`src/sv/swso_pkg.sv`:
```
// Shared types and constants for the sliding-window stillness offset block.
// No dependencies; used by every module of the block by scoped names.
package swso_pkg;

  localparam int COORD_W = 24;
  localparam int OFF_W   = 25;
  localparam int ROW_W   = 3 * COORD_W;
  localparam int LEN_W   = 5;
  localparam int THR_W   = 23;
  localparam int MUL_W   = 32;
  localparam int PROD_W  = 2 * MUL_W;
  localparam int CFG_AW  = 3;
  localparam int CFG_DW  = 32;

  localparam logic REG_WINDOW_LEN      = 1'b0;
  localparam logic REG_STILL_THRESHOLD = 1'b1;

  localparam logic [LEN_W-1:0] WINDOW_LEN_RST      = 5'd16;
  localparam logic [THR_W-1:0] STILL_THRESHOLD_RST = 23'd655;

  typedef logic signed [COORD_W-1:0] coord_t;
  typedef logic signed [OFF_W-1:0]   offset_t;
  typedef logic [MUL_W-1:0]          mul_op_t;
  typedef logic [PROD_W-1:0]         prod_t;
  typedef logic [ROW_W-1:0]          row_t;

endpackage

```
`src/sv/swso_mul.sv`:
```
// Shared 32x32 unsigned multiplier with registered product.
// Uses swso_pkg for operand and product types.
module swso_mul (
  input  logic              clk,
  input  swso_pkg::mul_op_t mul_a,
  input  swso_pkg::mul_op_t mul_b,
  output swso_pkg::prod_t   prod_r
);

  always_ff @(posedge clk) begin
    prod_r <= swso_pkg::PROD_W'(mul_a) * swso_pkg::PROD_W'(mul_b);
  end

endmodule

```
`config.mk`:
```
export PLATFORM = sky130hd
export DESIGN_NAME = swso_mul
export DESIGN_NICKNAME = d
export VERILOG_FILES = /design/src/sv/swso_pkg.sv /design/src/sv/swso_mul.sv
export SDC_FILE = /design/constraint.sdc
export NUM_CORES = 2
export LEC_CHECK = 0
export ABC_AREA = 1
export BUFFER_PORTS_ARGS = -buffer_cell sky130_fd_sc_hd__buf_2
export CAP_MARGIN = 20
export CORE_MARGIN = 5
export CORE_UTILIZATION = 40
export CTS_CLUSTER_DIAMETER = 60
export CTS_CLUSTER_SIZE = 25
export DETAILED_ROUTE_END_ITERATION = 7
export REMOVE_ABC_BUFFERS = 1
export SYNTH_ARGS = -nofsm -noshare
export SYNTH_HDL_FRONTEND = slang
export SYNTH_SLANG_ARGS = --single-unit
```
`constraint.sdc`:
```
create_clock -name clk -period 8.65 [get_ports clk]
set_input_delay 0.4325 -clock clk [delete_from_list [all_inputs] [get_ports clk]]
set_output_delay 0.4325 -clock clk [all_outputs]
set_load 0.01 [all_outputs]
```
### Word level (Yosys, flattened, before mapping)

Index checks and enable logic that the tools add are counted.

* multipliers: 1

Operator list (count)
* multiplier 32 x 32 -> 64 bit: 1

* register bits: 64
* logic and storage cells: 2

### Longest topological paths before layout

* depth after elaboration: 1
* depth in mapped cells: 30

### Worst setup path before layout

OpenSTA, ideal clock, no wires.

* path type: input -> register
* start: input port mul_a[25]
* end: register prod_r[60]
* arrival time: 6.135 ns
* slack: 2.403 ns
* stages: 26
* buffers on the path: 1
* setup time: 0.112 ns
* required time: 8.538 ns
* cells stage by stage: clkbuf_1 nand2_1 fa_1 inv_1 fa_1 inv_1 fa_1 inv_1 fa_1 fa_1 fa_1 fa_1 inv_1 fa_1 inv_1 ha_1 nand2_1 nand2_1 a21oi_1 nand2_1 nand2_1 nand2_1 a21oi_1 nand2_1 nand2_1 nand2_1

* cells in the longest elaborated chain, start to end: 1

RTL lines
* start: declaration: line swso_mul.sv:5 `input swso_pkg::mul_op_t mul_a,`
* multiplier 32 x 32 -> 64 bit: line swso_mul.sv:11 `prod_r <= swso_pkg::PROD_W'(mul_a) * swso_pkg::PROD_W'(mul_b);`
* end signal: assignment: line swso_mul.sv:11
* end: declaration: line swso_mul.sv:7 `output swso_pkg::prod_t prod_r`

Every way passes these cells.

### Final worst setup path

* start: input port mul_b[11]
* end: register prod_r[37]

* cells in the longest elaborated chain, start to end: 1

RTL lines
* start: declaration: line swso_mul.sv:6 `input swso_pkg::mul_op_t mul_b,`
* multiplier 32 x 32 -> 64 bit: line swso_mul.sv:11

Every way passes these cells.

==> out/qor.txt <==
kind of critical path -> in -> reg
most used cell, CP -> fa_1
Critical Path Fanout Max -> 32
drt wl/cell -> 17.18 um
library cells used by synthesis -> 23
initial core utilization -> 0.4019
Hold Path Depth -> 4
CTS Hold Buffers Added -> 0
cell area after synthesis -> 0.03740 sq mm
clock sinks -> 64
WP depth -> 25
Largest Register -> prod_r
grt ovf -> 0
RSZ-0062 raised after global routing -> no
Post-DP HPWL -> 92960 um
Ys Warns -> 0
Final Max Slew Viols -> 0
initial antenna violation count -> 2
CTS Buf Count -> 9
DRT antenna net count -> 0
Post-Place Setup Slack -> 1.210 ns
setup violators final -> 0
# IOs -> 129
core area -> 0.09305 sq mm
setup TNS -> 0 ns
WP data arrival -> 7.30 ns
Bufs and invs on worst path -> 8
die area -> 0.09972 sq mm
CP top delay family -> adder cells
Via-to-Cell Ratio -> 4.665
H-tree Lvls -> 3
TritonCTS clock tree -> yes
share of cells above drive strength 1 -> 0.04964
path category of the worst min-delay check -> in -> reg
area delta synth->final -> 5.700%
Mapped Cells -> 5023
biggest regs -> prod_r: 64 flops
WP data required -> 8.87 ns
Critical Path End Type -> flip-flop
most common cell after layout, fill and taps aside -> inv_1
clock tree buffer depth -> 2
status -> finished clean
Final Cycle Share -> 0.8185
fmax -> 141.2 MHz
Slew headroom -> 0.3074
commonest non-fill, non-tap cells in the layout -> inv_1 (1723), nand2_1 (1566), fa_1 (896)
FP Rows -> 112
Slowest cell on crit path -> buf_2
first drt pass iteration count -> 5
Tightest Pin Transition -> 1.039 ns
nets -> 6235
Worst-path clk slew -> 0.07 ns
overall routing resource usage -> 0.2236
minimum clock period -> 7.080 ns
Setup crit start kind -> input pin
first-pass GRT wire length -> 173400 um
I/O Buffers -> 128
root buffer cell -> clkbuf_16
MaxCap Viol Count -> 0
detailed-route DRC error count -> 0
CP max stage delay -> 0.73 ns
initial drt markers -> 1977
total number of vias -> 29260
largest net degree at the start of global routing -> 33
CTS resizes -> 0
Post-CTS Setup Bufs -> 0
RePlAce Congestion -> 0.9599
post-route setup slack -> 1.570 ns
vias in the first global route -> 31750
sequential share of the synthesized area -> 0.03426
Synth Register Bits -> 64
final hold vios -> 0
Die W -> 315.8 um
Die Ht -> 315.8 um
Mean Syn Cell Area -> 7.446 sq um
Post-Route WL -> 107700 um
Largest register FFs -> 64
cell usage after synthesis, drive strengths merged:
cell    instances  area [sq um]
nor2          101         459.2
nor3           18         131.4
o21bai         12         93.84
inv          1735          6512
xor2           33         289.0
o21ai           2         10.01
ha            263          3291
clkbuf        192         720.7
nand3          65         370.4
nand4          16         100.1
nand2        1581          5972
a21oi          43         215.2
fa            896         17940
dfxtp          64          1281
xnor2           2         17.52
kinds of logic (layout without fill, tap and decap cells):
| family | count (synthesis) | in the layout | synth area share |
|---|---|---|---|
| AOI/OAI and AO/OA | 57 | 57 | 0.008531 |
| xor gates and xnor gates | 35 | 35 | 0.008196 |
| adders and majority gates | 1159 | 1159 | 0.5676 |
| buffers and inverters | 1927 | 1920 | 0.1934 |
| DFF | 64 | 64 | 0.03426 |
| other | 0 | 2 | 0 |
| and+or+nand+nor | 1781 | 1781 | 0.1880 |
stage by stage:
step | hold slack (ns) | std cells | util | cell area [sq um]
6_report | 0.7743 | 6272 | 0.4249 | 39530
4_1_cts | 0.7524 | 6270 | 0.4248 | 39530
3_5_place_dp | 0.8289 | 6254 | 0.4213 | 39200
3_3_place_gp | 0.8269 | 6254 | 0.4213 | 39200
5_1_grt | 0.7707 | 6270 | 0.4248 | 39530
2_1_floorplan | 0.5260 | 4831 | - | 36680
cell type report:
type / instances / area [sq um]
fillers: 9717 / 53520
multi-input cells: 3032 / 28890
inverters: 1735 / 6513
well taps: 1254 / 1569
flip-flops and latches: 64 / 1281
repair buffers: 169 / 948.4
clock buffers: 9 / 225.2
clock inverters: 7 / 105.1
diodes: 2 / 5.005
metal layers:
| metal | share of wire | global-route usage |
|---|---|---|
| met1 | 0.43 | 0.3001 |
| met2 | 0.48 | 0.3816 |
| met3 | 0.064 | 0.03448 |
| met4 | 0.028 | 0.05765 |
| met5 | 0 | 0 |
final timing paths:
path	from	endpoint	slack, ns
hold / removal	mul_b[0]	prod_r[0]$_DFF_P_	0.77
setup / recovery	mul_b[11]	prod_r[37]$_DFF_P_	1.57
Power is left out: the tool's default activity adds up to more than one toggle a clock period on the data nets, which glitch-free logic cannot reach.
