===== src/sv/swso_pkg.sv =====
// Shared types and constants for the sliding-window stillness offset block.
// No dependencies; used by every module of the block by scoped names.
package swso_pkg;

  localparam int COORD_W = 24;
  localparam int OFF_W   = 25;
  localparam int ROW_W   = 3 * COORD_W;
  localparam int LEN_W   = 5;
  localparam int THR_W   = 23;
  localparam int MUL_W   = 32;
  localparam int PROD_W  = 2 * MUL_W;
  localparam int CFG_AW  = 3;
  localparam int CFG_DW  = 32;

  localparam logic REG_WINDOW_LEN      = 1'b0;
  localparam logic REG_STILL_THRESHOLD = 1'b1;

  localparam logic [LEN_W-1:0] WINDOW_LEN_RST      = 5'd16;
  localparam logic [THR_W-1:0] STILL_THRESHOLD_RST = 23'd655;

  typedef logic signed [COORD_W-1:0] coord_t;
  typedef logic signed [OFF_W-1:0]   offset_t;
  typedef logic [MUL_W-1:0]          mul_op_t;
  typedef logic [PROD_W-1:0]         prod_t;
  typedef logic [ROW_W-1:0]          row_t;

endpackage


===== src/sv/swso_ram.sv =====
// Window point store: one write port, one registered read port.
// Uses swso_pkg for the row type.
module swso_ram #(
  parameter int DEPTH = 16,
  parameter int AW    = 4
) (
  input  logic             clk,
  input  logic             we,
  input  logic [AW-1:0]    waddr,
  input  swso_pkg::row_t   wdata,
  input  logic [AW-1:0]    raddr,
  output swso_pkg::row_t   rdata_r
);

  swso_pkg::row_t mem [DEPTH];

  always_ff @(posedge clk) begin
    if (we) begin
      mem[waddr] <= wdata;
    end
  end

  always_ff @(posedge clk) begin
    rdata_r <= mem[raddr];
  end

endmodule


===== config.mk =====
export PLATFORM = sky130hd
export DESIGN_NAME = swso_ram
export DESIGN_NICKNAME = d
export VERILOG_FILES = /design/src/sv/swso_pkg.sv /design/src/sv/swso_ram.sv
export SDC_FILE = /design/constraint.sdc
export NUM_CORES = 1
export LEC_CHECK = 0
export BUFFER_PORTS_ARGS = -buffer_cell sky130_fd_sc_hd__buf_2
export CORE_MARGIN = 2
export CORE_UTILIZATION = 61
export CTS_CLUSTER_DIAMETER = 120
export DETAILED_ROUTE_END_ITERATION = 12
export GPL_TIMING_DRIVEN = 0
export PLACE_DENSITY = 0.79
export SLEW_MARGIN = 20
export SYNTH_ARGS = -nofsm -noshare
export SYNTH_HDL_FRONTEND = slang
export SYNTH_SLANG_ARGS = --single-unit

===== constraint.sdc =====
create_clock -name clk -period 8.62 [get_ports clk]
set_clock_uncertainty 0.1 [all_clocks]
set_input_delay 1.293 -clock clk [delete_from_list [all_inputs] [get_ports clk]]
set_output_delay 1.293 -clock clk [all_outputs]
set_load 0.05 [all_outputs]

### After elaboration in Yosys (flattened, before gate mapping)

Memories as Yosys holds them, arrays and structs flattened. A register that Yosys moved wholly into a read port is not among the register bits.
Index checks and enable logic that the tools add are counted.

* muxes and demuxes: 2

Operators with widths (count)
* $mux W1: 2

* input bits: 82
* RAM bits: 1152
* logic and storage cells: 3
* memories: 1
* output and inout bits: 72
* register bits: 0

Memory list
* mem: words 16, width 72, rd ports 1, clocked after Yosys merged registers in 1, write ports 1, RTL line swso_ram.sv:15 `swso_pkg::row_t mem [DEPTH];`

### Logic depth before layout (Yosys ltp)

* depth in word-level cells: 2
* mapped depth: 6
* depth with buffers taken out: 3

### Least setup slack after synthesis

No wires, ideal clock.

* kind: input to register
* from: input port waddr[2]
* to: memory mem[0][0] in the netlist's numbering, enable pin
* setup time: 0.592 ns
* arrival time: 6.693 ns
* path buffers: 0
* path slack: 1.236 ns
* cell stages on the path: 2
* data required time: 7.928 ns
* path through: or3b_2 nor3_1

RTL lines
* start: declaration: RTL line swso_ram.sv:9 `input logic [AW-1:0] waddr,`
* end: declaration: RTL line swso_ram.sv:15

Straight into the memory's write port.

==> flow_summary.ini <==
[cells_and_area]
layout_commonest_cell = edfxtp_1
final_util_pct = 71.6
final_cell_mix = edfxtp_1, mux4_2, buf_2
multi_input_area_um2 = 8080
fillers = 3910
post_route_cells_drive_above_1_share_pct = 32.7
final-seq-area_um2 = 36000
nNetsFinal = 2297
design_area_um2 = 51900
area_growth_pct = 16.6

[floorplan]
core_area_um2 = 72600
die_x_um = 274
pin_count = 154
dieArea_um2 = 75200
rows = 99
fp.dieH_um = 274
initial_core_util_pct = 61.4

[power_and_ir_drop]
combPwrFrac_pct = 6.2
vdd_drop_max_uv = 159
seqPwrFrac_pct = 53.9
clockPowerShare_pct = 39.9
intPower_mw = 9.77
power_density_nw_per_um2 = 239
netSwitchingFraction_pct = 21.4
p_switching_mw = 2.65
p_leak_nw = 16.9

[timing]
setup_viol = 0
tightest_slew_ns = 1.14
fin_crit_ns = 3.28
max_freq_mhz = 305
rsz0062_at_grt = false
hold_viol_final = 0
finalMaxSlewViolations = 0
final.period_utilization_pct = 38.0
fin_tns_setup_ns = 0
maxSlewHeadroom_pct = 23.8
hold_ws_ns = 0.567

[detailed_routing]
routed_wl_mm = 108
drt-initial-drc-count = 3305
routed_via_density = 6.70
dr.pass1.iters = 5
num_vias = 21948
drt-wirelength-per-cell_um = 32.8
ant_nets = 0
drc = 0

[grt]
grt_overflow = 0
grt_pass1_wl_mm = 155
grt_pass1_vias = 22532
grt_start_max_net_pins = 20
track_usage_pct = 29.4
grt_antenna_before_repair = 16

[synthesis]
ys_types = 18
synthCells = 1850
avgSynthCellArea_um2 = 24.1
synth_fp_nets = 1932
synth_warnings = 0
synth_seq_cells = 1224
syn_area_um2 = 44600
synth-seq-area-share_pct = 80.9

[worst_setup_path]
critPathMaxStageDelay_ns = 0.89
required_ns = 9.04
crit_fanout = 10
cpMostUsedCell = buf_2
cp_cell_sequence = buf_2, clkbuf_1, buf_2, mux4_2, a22oi_1, nand2_1
start_kind = input port
critPathSlowestCell = clkbuf_1
critPathCaptureType = flip-flop
ff2ff_path_depth = 3
worstPathArrival_ns = 3.69
critical_path_class = input port to flip-flop

[min_path]
hold_path_class = flip-flop to flip-flop
hold_depth = 3

[placement]
place_area_um2 = 48200
dpl.hpwl_mm = 64.6
port_buffers = 151
gp_congestion = 0.729

[cts]
path_clk_slew_ns = 0.06
cts_buffers = 114
cts_resized = 0
cts_tree = done
root_buffer = clkbuf_16
cts_hold_buffers = 0
htree_num_levels = 3
clock_latency_ns = 0.67
postCtsSetupBuffers = 0
cts_max_path_buffers = 3
cts.sinks = 1224

[run]
cap_violations = 0

[outcome]
outcome = complete, no violations
==> power by group through the flow <==
stage	Clock (mW)	Sequential [mW]	Combinational (mW)
2_1_floorplan	0	6.96	0.319
3_3_place_gp	0	6.83	0.702
3_5_place_dp	0	6.82	0.756
4_1_cts	4.98	6.70	0.771
5_1_grt	5.20	6.70	0.808
6_report	4.95	6.70	0.772
==> final cells by class <==
class / instances / area share [%]
antenna: 7 / 0.0337
buffer: 95 / 1.05
clock buffer: 171 / 6.39
clock inverter: 42 / 0.737
multi-input combinational: 531 / 15.6
sequential: 1224 / 69.4
tap: 959 / 2.31
timing repair buffer: 249 / 4.55
==> sequential cells by signal (all words and copies together), names as in the netlist <==
name	flops
mem	1152
rdata_r	72
==> cell usage after synthesis, drive strengths merged <==
| master | instances | area [um^2] |
|---|---|---|
| mux4 | 288 | 6490 |
| nand2b | 2 | 12.5 |
| dfxtp | 72 | 1440 |
| nor2 | 13 | 48.8 |
| nor3 | 4 | 20.0 |
| nand2 | 73 | 274 |
| clkbuf | 50 | 188 |
| edfxtp | 1152 | 34600 |
| buf | 45 | 358 |
| or3b | 1 | 8.76 |
| nand3 | 1 | 5.00 |
| nor2b | 2 | 12.5 |
| nand3b | 2 | 15.0 |
| a22oi | 144 | 1080 |
| and2 | 1 | 6.26 |
==> routing by layer <==
layer  wire length (um)  GRT usage (%)
met5                104              0
met4               3810           11.3
met3              12700           6.14
met2              53200           47.3
met1              37700           40.3
==> worst max-delay path: cells and delay by family <==
kind | cells | cell delay [ns]
and+or+nand+nor | 1 | 0.16
AOI/OAI and AO/OA | 1 | 0.20
buffers and inverters | 3 | 1.66
muxes | 1 | 0.37
==> per-stage QoR <==
step | cells | power, mW | setup slack [ns]
final | 3278 | 12.4 | 5.34
after global placement | 2960 | 7.53 | -4.86
after floorplan | 1850 | 7.27 | 1.24
after CTS | 3271 | 12.4 | 5.46
after detailed placement | 3058 | 7.57 | 4.82
after global routing | 3277 | 12.7 | 5.37
==> final timing paths <==
path,from,end,slack [ns]
min reg2reg,mem[14][56]$_DFFE_PP_,rdata_r[56]$_DFF_P_,0.57
min,mem[14][56]$_DFFE_PP_,rdata_r[56]$_DFF_P_,0.57
max reg2reg,mem[3][70]$_DFFE_PP_,rdata_r[70]$_DFF_P_,6.93
max,raddr[1],rdata_r[58]$_DFF_P_,5.34
==> cells by family after synthesis <==
logic type	Yosys count	synth area share (%)
flip-flops	1224	80.9
multiplexers	288	14.6
AO/OA/AOI/OAI	144	2.43
AND/OR/NAND/NOR	99	0.904
buffers and inverters	95	1.22
Note: power is estimated with default switching activity, not from simulation.
